## config.mk

```make
export PLATFORM = sky130hd
export DESIGN_NAME = stick_gesture_calibration_fsm
export DESIGN_NICKNAME = d
export VERILOG_FILES = /design/src/sgc_pkg.sv /design/src/sgc_cfg_regs.sv /design/src/sgc_step.sv /design/src/stick_gesture_calibration_fsm.sv
export SDC_FILE = /design/constraint.sdc
export NUM_CORES = 1
export LEC_CHECK = 0
export ABC_AREA = 0
export CORE_MARGIN = 3
export CORE_UTILIZATION = 35
export DETAILED_ROUTE_END_ITERATION = 16
export DONT_BUFFER_PORTS = 1
export HOLD_SLACK_MARGIN = 0.06
export PLACE_DENSITY_LB_ADDON = 0.05
export SETUP_SLACK_MARGIN = 0.5
export SLEW_MARGIN = 10
export SYNTH_ARGS = -nofsm -noshare
export SYNTH_HDL_FRONTEND = slang
export SYNTH_SLANG_ARGS = --single-unit
```

## constraint.sdc

```tcl
create_clock -name clk -period 7.2 [get_ports clk]
set_input_delay 0.36 -clock clk [delete_from_list [all_inputs] [get_ports clk]]
set_output_delay 0.36 -clock clk [all_outputs]
set_load 0.02 [all_outputs]
```

## src/sgc_pkg.sv

```systemverilog
package sgc_pkg;

  localparam int unsigned USW  = 12;
  localparam int unsigned HTW  = 16;
  localparam int unsigned TSW  = 32;
  localparam int unsigned IDXW = 3;
  localparam int unsigned CFGW = 16;
  localparam int unsigned IN_TDATA_W  = 88;
  localparam int unsigned OUT_TDATA_W = 16;

  // register indexes
  localparam logic [IDXW-1:0] REG_LOW_THR  = 3'd0;
  localparam logic [IDXW-1:0] REG_HIGH_THR = 3'd1;
  localparam logic [IDXW-1:0] REG_HOLD     = 3'd2;
  localparam logic [IDXW-1:0] REG_ACK      = 3'd3;
  localparam logic [IDXW-1:0] REG_ERROR    = 3'd4;

  localparam logic [USW-1:0] LOW_THR_RST  = 12'd1150;
  localparam logic [USW-1:0] HIGH_THR_RST = 12'd1850;
  localparam logic [HTW-1:0] HOLD_RST     = 16'd800;
  localparam logic [HTW-1:0] ACK_RST      = 16'd1200;
  localparam logic [HTW-1:0] ERROR_RST    = 16'd1500;

  // result codes
  localparam logic [1:0] RES_NONE     = 2'd0;
  localparam logic [1:0] RES_RELEASED = 2'd1;
  localparam logic [1:0] RES_SAVED    = 2'd2;
  localparam logic [1:0] RES_ERROR    = 2'd3;

  // failing operation codes
  localparam logic [1:0] OP_NONE    = 2'd0;
  localparam logic [1:0] OP_RELEASE = 2'd1;
  localparam logic [1:0] OP_RESTORE = 2'd2;
  localparam logic [1:0] OP_SAVE    = 2'd3;

  // mode codes as they appear on the result
  localparam logic [1:0] MC_IDLE     = 2'd0;
  localparam logic [1:0] MC_RELEASED = 2'd1;
  localparam logic [1:0] MC_ACK      = 2'd2;
  localparam logic [1:0] MC_ERROR    = 2'd3;

  localparam logic [1:0] SERVO_NONE = 2'd0;
  localparam logic [1:0] SERVO_1    = 2'd1;
  localparam logic [1:0] SERVO_2    = 2'd2;

  typedef enum logic [3:0] {
    MODE_IDLE     = 4'b0001,
    MODE_RELEASED = 4'b0010,
    MODE_ACK      = 4'b0100,
    MODE_ERROR    = 4'b1000
  } mode_t;

  typedef struct packed {
    logic [USW-1:0] low_thr;
    logic [USW-1:0] high_thr;
    logic [HTW-1:0] hold_ms;
    logic [HTW-1:0] ack_ms;
    logic [HTW-1:0] error_ms;
  } cfg_t;

  typedef struct packed {
    logic [USW-1:0] roll_us;
    logic [USW-1:0] pitch_us;
    logic [USW-1:0] throttle_us;
    logic [USW-1:0] yaw_us;
    logic           link_ok;
    logic           arm_high;
    logic [TSW-1:0] now_ms;
    logic           servo1_op_ok;
    logic           servo2_op_ok;
    logic           restore1_ok;
    logic           restore2_ok;
  } item_t;

  typedef struct packed {
    mode_t          mode;
    logic [TSW-1:0] release_hold_start;
    logic [TSW-1:0] save_hold_start;
    logic [TSW-1:0] transient_start;
  } state_t;

  typedef struct packed {
    logic [1:0] result_code;
    logic [1:0] mode;
    logic       active;
    logic       release_cmd;
    logic       save_cmd;
    logic       restore_cmd;
    logic [1:0] fail_servo;
    logic [1:0] fail_op;
  } result_t;

  function automatic logic [1:0] mode_code(input mode_t m);
    logic [1:0] c;
    unique case (m)
      MODE_IDLE:     c = MC_IDLE;
      MODE_RELEASED: c = MC_RELEASED;
      MODE_ACK:      c = MC_ACK;
      MODE_ERROR:    c = MC_ERROR;
      default:       c = MC_IDLE;
    endcase
    return c;
  endfunction

endpackage

```

## src/sgc_cfg_regs.sv

```systemverilog
module sgc_cfg_regs (
  input  logic                        clk,
  input  logic                        rst_n,
  input  logic                        cfg_we,
  input  logic [sgc_pkg::IDXW-1:0]    cfg_index,
  input  logic [sgc_pkg::CFGW-1:0]    cfg_wdata,
  output sgc_pkg::cfg_t               cfg
);

  sgc_pkg::cfg_t cfg_r;
  sgc_pkg::cfg_t cfg_nxt;

  always_comb begin
    cfg_nxt = cfg_r;
    if (cfg_we) begin
      unique case (cfg_index)
        sgc_pkg::REG_LOW_THR:  cfg_nxt.low_thr  = cfg_wdata[sgc_pkg::USW-1:0];
        sgc_pkg::REG_HIGH_THR: cfg_nxt.high_thr = cfg_wdata[sgc_pkg::USW-1:0];
        sgc_pkg::REG_HOLD:     cfg_nxt.hold_ms  = cfg_wdata[sgc_pkg::HTW-1:0];
        sgc_pkg::REG_ACK:      cfg_nxt.ack_ms   = cfg_wdata[sgc_pkg::HTW-1:0];
        sgc_pkg::REG_ERROR:    cfg_nxt.error_ms = cfg_wdata[sgc_pkg::HTW-1:0];
        default:               cfg_nxt = cfg_r;
      endcase
    end
  end

  always_ff @(posedge clk) begin
    if (!rst_n) begin
      cfg_r.low_thr  <= sgc_pkg::LOW_THR_RST;
      cfg_r.high_thr <= sgc_pkg::HIGH_THR_RST;
      cfg_r.hold_ms  <= sgc_pkg::HOLD_RST;
      cfg_r.ack_ms   <= sgc_pkg::ACK_RST;
      cfg_r.error_ms <= sgc_pkg::ERROR_RST;
    end else begin
      cfg_r <= cfg_nxt;
    end
  end

  assign cfg = cfg_r;

endmodule

```

## src/sgc_step.sv

```systemverilog
module sgc_step (
  input  sgc_pkg::item_t   item,
  input  sgc_pkg::cfg_t    cfg,
  input  sgc_pkg::state_t  st,
  output sgc_pkg::state_t  st_nxt,
  output sgc_pkg::result_t res
);

  logic thr_low, yaw_low, yaw_high, pitch_low, roll_low, roll_high;
  logic gate, rel_gesture, save_gesture;
  logic ack_done, err_done, rel_held, save_held;
  logic [sgc_pkg::TSW-1:0] now;
  sgc_pkg::mode_t mode_n;

  assign now       = item.now_ms;
  assign thr_low   = item.throttle_us <= cfg.low_thr;
  assign yaw_low   = item.yaw_us <= cfg.low_thr;
  assign yaw_high  = item.yaw_us >= cfg.high_thr;
  assign pitch_low = item.pitch_us <= cfg.low_thr;
  assign roll_low  = item.roll_us <= cfg.low_thr;
  assign roll_high = item.roll_us >= cfg.high_thr;

  assign gate         = item.link_ok && !item.arm_high && thr_low;
  assign rel_gesture  = thr_low && yaw_low && pitch_low && roll_high;
  assign save_gesture = thr_low && yaw_high && pitch_low && roll_low;

  // elapsed times wrap modulo 2^32
  assign ack_done  = (now - st.transient_start) >= {16'd0, cfg.ack_ms};
  assign err_done  = (now - st.transient_start) >= {16'd0, cfg.error_ms};
  assign rel_held  = (now - st.release_hold_start) >= {16'd0, cfg.hold_ms};
  assign save_held = (now - st.save_hold_start) >= {16'd0, cfg.hold_ms};

  always_comb begin
    st_nxt          = st;
    res.result_code = sgc_pkg::RES_NONE;
    res.release_cmd = 1'b0;
    res.save_cmd    = 1'b0;
    res.restore_cmd = 1'b0;
    res.fail_servo  = sgc_pkg::SERVO_NONE;
    res.fail_op     = sgc_pkg::OP_NONE;

    priority if (st.mode == sgc_pkg::MODE_ACK) begin
      if (ack_done) st_nxt.mode = sgc_pkg::MODE_IDLE;
    end else if (st.mode == sgc_pkg::MODE_ERROR) begin
      if (err_done) begin
        res.restore_cmd = 1'b1;
        st_nxt.mode     = sgc_pkg::MODE_IDLE;
      end
    end else if (!gate) begin
      st_nxt.release_hold_start = '0;
      st_nxt.save_hold_start    = '0;
      // leaving the gate while released aborts
      if (st.mode == sgc_pkg::MODE_RELEASED) begin
        res.restore_cmd = 1'b1;
        st_nxt.mode     = sgc_pkg::MODE_IDLE;
        res.result_code = sgc_pkg::RES_ERROR;
      end
    end else if (st.mode == sgc_pkg::MODE_IDLE) begin
      priority if (!rel_gesture) begin
        st_nxt.release_hold_start = '0;
      end else if (st.release_hold_start == '0) begin
        st_nxt.release_hold_start = now;
      end else if (rel_held) begin
        st_nxt.release_hold_start = '0;
        res.release_cmd = 1'b1;
        if (!item.servo1_op_ok || !item.servo2_op_ok) begin
          res.fail_servo         = item.servo1_op_ok ? sgc_pkg::SERVO_2 : sgc_pkg::SERVO_1;
          res.fail_op            = sgc_pkg::OP_RELEASE;
          st_nxt.mode            = sgc_pkg::MODE_ERROR;
          st_nxt.transient_start = now;
          res.result_code        = sgc_pkg::RES_ERROR;
        end else begin
          st_nxt.mode            = sgc_pkg::MODE_RELEASED;
          st_nxt.save_hold_start = '0;
          res.result_code        = sgc_pkg::RES_RELEASED;
        end
      end else begin
        // gesture still held, stamp kept
      end
    end else if (st.mode == sgc_pkg::MODE_RELEASED) begin
      priority if (!save_gesture) begin
        st_nxt.save_hold_start = '0;
      end else if (st.save_hold_start == '0) begin
        st_nxt.save_hold_start = now;
      end else if (save_held) begin
        st_nxt.save_hold_start = '0;
        st_nxt.transient_start = now;
        res.save_cmd           = 1'b1;
        if (!item.servo1_op_ok || !item.servo2_op_ok) begin
          // no restore after a failed save
          res.fail_servo = item.servo1_op_ok ? sgc_pkg::SERVO_2 : sgc_pkg::SERVO_1;
          res.fail_op    = sgc_pkg::OP_SAVE;
        end else begin
          res.restore_cmd = 1'b1;
          if (!item.restore1_ok || !item.restore2_ok) begin
            res.fail_servo = item.restore1_ok ? sgc_pkg::SERVO_2 : sgc_pkg::SERVO_1;
            res.fail_op    = sgc_pkg::OP_RESTORE;
          end
        end
        if (res.fail_op != sgc_pkg::OP_NONE) begin
          st_nxt.mode     = sgc_pkg::MODE_ERROR;
          res.result_code = sgc_pkg::RES_ERROR;
        end else begin
          st_nxt.mode     = sgc_pkg::MODE_ACK;
          res.result_code = sgc_pkg::RES_SAVED;
        end
      end else begin
        // gesture still held, stamp kept
      end
    end else begin
      st_nxt.mode = sgc_pkg::MODE_IDLE;
    end

    mode_n     = st_nxt.mode;
    res.mode   = sgc_pkg::mode_code(mode_n);
    res.active = mode_n != sgc_pkg::MODE_IDLE;
  end

endmodule

```

## src/stick_gesture_calibration_fsm.sv

```systemverilog
// Stick gesture calibration sequencer. One tick record enters on the in_ stream and
// exactly one result leaves on the out_ stream for each. A new tick is taken every
// clock cycle while out_ is not stalled; the tick is held in the input register, then
// its result in the result register, which offers it on out_ and holds it while the
// output is stalled.
// The rate is set by the mode and hold-stamp registers, whose next value is worked
// out combinationally from the registered tick. The user must see that registers are
// written through cfg_we/cfg_index/cfg_wdata only while no tick is in flight; the block does not enforce it.
module stick_gesture_calibration_fsm (
  input  logic                               clk,
  input  logic                               rst_n,
  input  logic                               cfg_we,
  input  logic [sgc_pkg::IDXW-1:0]           cfg_index,
  input  logic [sgc_pkg::CFGW-1:0]           cfg_wdata,
  input  logic                               in_tvalid,
  output logic                               in_tready,
  // roll_us, pitch_us, throttle_us, yaw_us, link_ok, arm_high, now_ms,
  // servo1_op_ok, servo2_op_ok, restore1_ok, restore2_ok, zero fill
  input  logic [sgc_pkg::IN_TDATA_W-1:0]     in_tdata,
  output logic                               out_tvalid,
  input  logic                               out_tready,
  // result_code, mode, active, release_cmd, save_cmd, restore_cmd,
  // fail_servo, fail_op, zero fill
  output logic [sgc_pkg::OUT_TDATA_W-1:0]    out_tdata
);

  sgc_pkg::cfg_t    cfg;
  sgc_pkg::item_t   in_item;
  sgc_pkg::item_t   item_r;
  logic             item_vld_r, item_vld_nxt;
  sgc_pkg::state_t  st_r, st_nxt;
  sgc_pkg::result_t res;
  sgc_pkg::result_t res_r;
  logic             out_vld_r, out_vld_nxt;
  logic             in_xfer, advance;

  sgc_cfg_regs u_cfg (
    .clk       (clk),
    .rst_n     (rst_n),
    .cfg_we    (cfg_we),
    .cfg_index (cfg_index),
    .cfg_wdata (cfg_wdata),
    .cfg       (cfg)
  );

  assign in_item.roll_us      = in_tdata[11:0];
  assign in_item.pitch_us     = in_tdata[23:12];
  assign in_item.throttle_us  = in_tdata[35:24];
  assign in_item.yaw_us       = in_tdata[47:36];
  assign in_item.link_ok      = in_tdata[48];
  assign in_item.arm_high     = in_tdata[49];
  assign in_item.now_ms       = in_tdata[81:50];
  assign in_item.servo1_op_ok = in_tdata[82];
  assign in_item.servo2_op_ok = in_tdata[83];
  assign in_item.restore1_ok  = in_tdata[84];
  assign in_item.restore2_ok  = in_tdata[85];

  // the tick moves on when the result register is free or draining
  assign advance   = item_vld_r && (!out_vld_r || out_tready);
  assign in_tready = !item_vld_r || advance;
  assign in_xfer   = in_tvalid && in_tready;

  always_comb begin
    item_vld_nxt = item_vld_r;
    if (in_xfer) item_vld_nxt = 1'b1;
    else if (advance) item_vld_nxt = 1'b0;
    out_vld_nxt = out_vld_r;
    if (advance) out_vld_nxt = 1'b1;
    else if (out_tready) out_vld_nxt = 1'b0;
  end

  sgc_step u_step (
    .item   (item_r),
    .cfg    (cfg),
    .st     (st_r),
    .st_nxt (st_nxt),
    .res    (res)
  );

  always_ff @(posedge clk) begin
    if (!rst_n) begin
      item_vld_r            <= 1'b0;
      out_vld_r             <= 1'b0;
      st_r.mode               <= sgc_pkg::MODE_IDLE;
      st_r.release_hold_start <= '0;
      st_r.save_hold_start    <= '0;
      st_r.transient_start    <= '0;
    end else begin
      item_vld_r <= item_vld_nxt;
      out_vld_r  <= out_vld_nxt;
      if (advance) st_r <= st_nxt;
    end
  end

  always_ff @(posedge clk) begin
    if (in_xfer) item_r <= in_item;
    if (advance) res_r <= res;
  end

  assign out_tvalid = out_vld_r;
  assign out_tdata  = {4'd0, res_r.fail_op, res_r.fail_servo, res_r.restore_cmd,
                       res_r.save_cmd, res_r.release_cmd, res_r.active, res_r.mode,
                       res_r.result_code};

endmodule

```

Word-level counts from Yosys, hierarchy flattened --
Cells that the tools add are included.
Cells by class: reductions and logical operators 42, equal/unequal tests 25, magnitude comparators 10, mux-type cells 75, bitwise gates (word level) 7, add/subtract/negate cells 3
Operators with widths (count):
- two-way mux 64 bit | 5
- two-way mux 32 bit | 9
- >= comparator 32 x 16 -> 1 bit | 4
- two-way mux 4 bit | 29
- two-way mux 100 bit | 1
- subtractor 32 bit | 3
- two-way mux 68 bit | 1
- logical NOT 32 bit | 2
- <= comparator 12 bit | 4
- two-way mux 2 bit | 13
- >= comparator 12 bit | 2
- two-way mux 5 bit | 3
- inequality test 3 bit (second input constant) | 5
- two-way mux 1 bit | 12
- AND reduction 12 bit | 1
- nonzero test 2 bit | 6
- logical AND 1 bit | 10
- AND reduction 2 bit | 5
- AND reduction 9 bit | 1
- equality test 4 x 2 -> 1 bit (second input constant) | 2
- equality test 4 x 3 -> 1 bit (second input constant) | 2
- equality test 4 bit (second input constant) | 2
- logical NOT 1 bit | 7
- NOT 1 bit | 7
- other kinds (18) | 26
Word-level totals: register bits after elaboration 272, logic and storage cells 192, output and inout port bits 18

Longest topological paths before layout --
word-level depth 24, mapped depth 25

Modules after synthesis --
From an unflattened synthesis, not the netlist that was laid out.
Unflattened totals: cells, all modules 2483, area total of the unflattened synthesis 21281.7 µm²
Modules (own cells, without submodules):
- sgc_step | times used 1, area each 11355.9 µm², sequential area each 0.0 µm², cells each 1668
- stick_gesture_calibration_fsm | times used 1, area each 7133.1 µm², sequential area each 4984.8 µm², cells each 546
- sgc_cfg_regs | times used 1, area each 2792.7 µm², sequential area each 1441.4 µm², cells each 269

Least setup slack after synthesis --
Ideal clock, no wire load.
path kind reg2reg, from register item_r[5] in the netlist's numbering, to register res_r (netlist bit out_tdata[4]) (data pin), slack 2.210 ns, period minus slack after synthesis 4.990 ns, arrival 4.718 ns, setup time 0.272 ns, required time 6.928 ns, buffers on the path 0, stages on the path, launching flop included 21, cells stage by stage edfxtp_1 inv_1 fa_1 nand2b_1 a21oi_1 o21ai_0 nor2_1 nor2_1 xnor2_1 ha_1 o2111ai_1 or2_2 o22ai_1 a2111o_1 nor4b_2 nand4_1 or4b_4 and3_4 nand3b_4 a21oi_2 or4b_1
RTL lines:
- from (decl) | line stick_gesture_calibration_fsm.sv:29 | sgc_pkg::item_t item_r;
- from (signal assigned) | line stick_gesture_calibration_fsm.sv:96 | if (in_xfer) item_r <= in_item;
- to (signal assigned) | line stick_gesture_calibration_fsm.sv:97 | if (advance) res_r <= res;
- to (decl) | line stick_gesture_calibration_fsm.sv:33 | sgc_pkg::result_t res_r;

Worst setup path after layout --
from register item_r[5] in the netlist's numbering, to register st_r[21] in the netlist's numbering
Between the ends: cells in the longest elaborated chain, start to end 4, elaborated cells on any way between the ends 7, those cells by class 2 x add/sub; 2 x order compare; 1 x eq/ne; 2 x reduce/logical
RTL lines:
- subtractor 32 bit, on equally long branches | line sgc_step.sv:30, sgc_step.sv:31
- >= comparator 32 x 16 -> 1 bit, on equally long branches | line sgc_step.sv:30, sgc_step.sv:31
- inequality test 2 x 1 -> 1 bit (no source line) or nonzero test 2 bit (tied branches)
- AND reduction 12 bit (no source line) *
- to (signal assigned) | line stick_gesture_calibration_fsm.sv:91 | if (advance) st_r <= st_nxt;
- to (decl) | line stick_gesture_calibration_fsm.sv:31 | sgc_pkg::state_t st_r, st_nxt;
Every way passes the cells marked *; elsewhere a longest branch is shown, timed or not. A chain may end at the register's enable or synchronous reset.

==> results.sh <==
export IMPL_critPathSlowestCell="edfxtp_1"
export IMPL_core_area_mm2=0.0533
export IMPL_min_path_type="primary input to flip-flop"
export IMPL_tightestPinTransition_ps=1040
export IMPL_worstSetupStartpoint="item_r[5]$_DFFE_PP_"
export IMPL_antenna_found_initial=0
export IMPL_grt_overflow_total=0
export IMPL_postCtsSetupRepairBufs=0
export IMPL_cts_sink_count=272
export IMPL_seq_area_frac_synth_pct=33.6
export IMPL_num_fill_cells=5316
export IMPL_fp_dieH_um=240
export IMPL_maxCapViolCount=0
export IMPL_rrSetupSlack_ps=1030
export IMPL_slowest_delay_ps=620
export IMPL_avgSynthCellArea_um2=8.61
export IMPL_grt_max_degree=175
export IMPL_nets=2634
export IMPL_cts_buffers_inserted=36
export IMPL_stdcell_area_mm2=0.0220
export IMPL_ys_warnings_count=0
export IMPL_arrival_ps=6640
export IMPL_path_cells="ha_1, nor2b_1, o2111a_1, or2_2, and2_1, o21ai_0, nand2b_1, a21oi_1, o21bai_1, xor2_1, ha_1, a21o_1, a21o_1, a221oi_1, nor2_1, nor3_1, nand4b_1, nand4b_1, nand3_1, a211oi_1, o21ai_4, buf_4, mux2i_1"
export IMPL_hp_start="cfg_index[1]"
export IMPL_fmaxAchievable_ghz=0.162
export IMPL_cts_buffer_depth=3
export IMPL_dr_pass1_iters=5
export IMPL_cts_hold_buffers=106
export IMPL_synth_distinct_cells=85
export IMPL_drv_slew=0
export IMPL_clk_latency_ps=550
export IMPL_drtIter0Drc=941
export IMPL_final_common_cell="nand2_1"
export IMPL_required_ps=7670
export IMPL_power_density_mw_per_mm2=191
export IMPL_finalCritPeriodShare_pct=85.7
export IMPL_worstPathMaxFanout=32
export IMPL_rows=84
export IMPL_grt_pass1_wl_mm=92.5
export IMPL_area_growth_pct=15.4
export IMPL_crit_type="flip-flop to flip-flop"
export IMPL_peakVddDrop_mv=0.163
export IMPL_fin_crit_ps=6170
export IMPL_netlist_area_mm2=0.0191
export IMPL_dpl_cell_area_mm2=0.0198
export IMPL_tns_ps=0
export IMPL_drive_gt1_share_pct=5.05
export IMPL_critPathBufInv=1
export IMPL_reg2reg_from="item_r[5]$_DFFE_PP_"
export IMPL_drt_total_wl_mm=59.4
export IMPL_endpoint_kind="flip-flop"
export IMPL_p_leak_nw=8.75
export IMPL_status="finished clean"
export IMPL_synthFlopType="dfxtp_1"
export IMPL_viasPerCell=5.39
export IMPL_async_reset_ff_share_pct=0
export IMPL_mostFrequentLayoutCells="369 x nand2_1, 229 x ha_1, 196 x inv_1"
export IMPL_dr_total_vias=16200
export IMPL_pin_count=130
export IMPL_port_buffers=0
export IMPL_skew_ps=18.8
export IMPL_ys_ff_latch=272
export IMPL_cts_tree="done"
export IMPL_root_buffer="clkbuf_16"
export IMPL_antenna_left=0
export IMPL_post_dp_hpwl_mm=45.4
export IMPL_finalSetupViolCount=0
export IMPL_wl_per_cell_um=19.7
export IMPL_path_delay_family="simple AND/OR/NAND/NOR gates"
export IMPL_grt_pass1_vias=16100
export IMPL_drcViolationCount=0
export IMPL_cts_htree_levels=2
export IMPL_initial_core_util_pct=35.9
export IMPL_grtUsageTotal_pct=20.8
export IMPL_cts_resized=0
export IMPL_fp_dieW_um=240
export IMPL_power_w=0.00421
export IMPL_synth_edf_count=98
export IMPL_relSlewSlack_pct=30.1
export IMPL_place_congestion=0.866
export IMPL_rsz0062_at_grt="false"
export IMPL_hold_viol=0
export IMPL_dieArea_mm2=0.0574
export IMPL_crit_path_start_kind="flip-flop"
export IMPL_path_clk_slew_ps=60
export IMPL_postSynthCellCount=2218
[where the power goes]
part	switching (W)	internal [W]	total (W)
Clock	0.000722	0.00111	0.00184
Combinational	0.000403	0.000281	0.000684
Sequential	0.0000502	0.00164	0.00169
Total	0.00117	0.00304	0.00421
[routing by layer]
metal / share of wire (%) / vias up / wire [µm] / track usage (%)
li1: - / 8139 / - / -
met5: 0 / - / 0 / 0
met2: 46 / 275 / 27500 / 34.7
met4: 2.1 / 0 / 1280 / 5.26
met3: 3.6 / 67 / 2110 / 2.50
met1: 48 / 7729 / 28500 / 28.5
[cell type report]
type                            instances  area [µm²]  area share [%]
Clock buffer                           52        1070            4.88
Antenna cell                            2        5.00          0.0227
Tap cell                              688         861            3.90
Clock inverter                         14         136           0.619
Timing Repair Buffer                  126        1230            5.57
Multi-Input combinational cell       1658       11600            52.5
Inverter                              196         736            3.34
Sequential cell                       272        6430            29.1
[cells by family (layout without fill, tap and decap cells)]
group           after synthesis  in the layout  synth area share, %
xor+xnor                     66             66                 3.03
flops                       272            272                 33.6
mux                          75             75                 3.94
fa+ha+maj                   232            232                 15.3
other cells                   1              6               0.0196
simple gates                703            703                 17.2
buf+inv                     291            388                 5.99
compound gates              578            578                 20.8
[worst reg2reg max path, stage by stage, from the launching register on]
cell and delay, ps:
edfxtp_1 620, ha_1 390, nor2b_1 140, o2111a_1 270, or2_2 290, and2_1 170, o21ai_0 140, nand2b_1 100
a21oi_1 160, o21bai_1 90, xor2_1 160, ha_1 300, a21o_1 180, a21o_1 170, a221oi_1 340, nor2_1 110
nor3_1 190, nand4b_1 110, nand4b_1 540, nand3_1 470, a211oi_1 240, o21ai_4 100, buf_4 520, mux2i_1 300
[worst paths after layout]
path / cells after the start / to
worst max-delay path: 23 / st_r[21]$_SDFFE_PN0P_
worst min register to register: 2 / st_r[17]$_SDFFE_PN0P_
worst max register to register: 23 / st_r[21]$_SDFFE_PN0P_
worst min-delay path: 3 / u_cfg.cfg[55]$_SDFFE_PN0P_
[sequential cells by signal, indices dropped and copies added (netlist names)]
register and count:
st_r 100, item_r 86, u_cfg.cfg 72, out_tdata 12, item_vld_r 1, out_tvalid 1
[stage by stage]
step | util [%] | worst slack, ps | instances | hold WS (ps)
after floorplan | - | 2210 | 2221 | 438
after global placement | 37.1 | 1130 | 2834 | 445
after detailed placement | 37.1 | 973 | 2834 | 452
after CTS | 41.4 | 934 | 3006 | 174
after global routing | 41.4 | 621 | 3006 | 221
final | 41.4 | 1030 | 3008 | 209
[synth_stat cells (7+ instances only)]
master / count / share of area [%]
xor2_1: 26 / 1.2
a32o_1: 33 / 1.7
o21a_1: 25 / 0.98
mux2i_1: 73 / 3.8
nor2_1: 92 / 1.8
nor3_1: 27 / 0.71
buf_2: 20 / 0.52
a221oi_1: 8 / 0.37
o2111ai_1: 9 / 0.41
o211ai_1: 49 / 1.9
ha_1: 229 / 15
o221ai_1: 7 / 0.32
a21oi_1: 140 / 3.7
nor2b_1: 24 / 0.79
o31ai_1: 7 / 0.28
nand4_1: 50 / 1.6
or2_2: 9 / 0.29
buf_4: 7 / 0.28
edfxtp_1: 98 / 15
nand2_1: 369 / 7.3
dfxtp_1: 174 / 18
a211oi_1: 21 / 0.83
o21bai_1: 11 / 0.43
a21o_1: 74 / 2.9
inv_1: 196 / 3.9
clkbuf_1: 65 / 1.3
and2_1: 11 / 0.36
nand3_1: 27 / 0.71
xnor2_1: 40 / 1.8
a31oi_1: 17 / 0.56
nand2b_1: 23 / 0.75
and3_1: 8 / 0.26
o21ai_0: 72 / 1.9
nor4_1: 24 / 0.79
a21boi_0: 51 / 2.0
(Power assumes the default switching activity.)
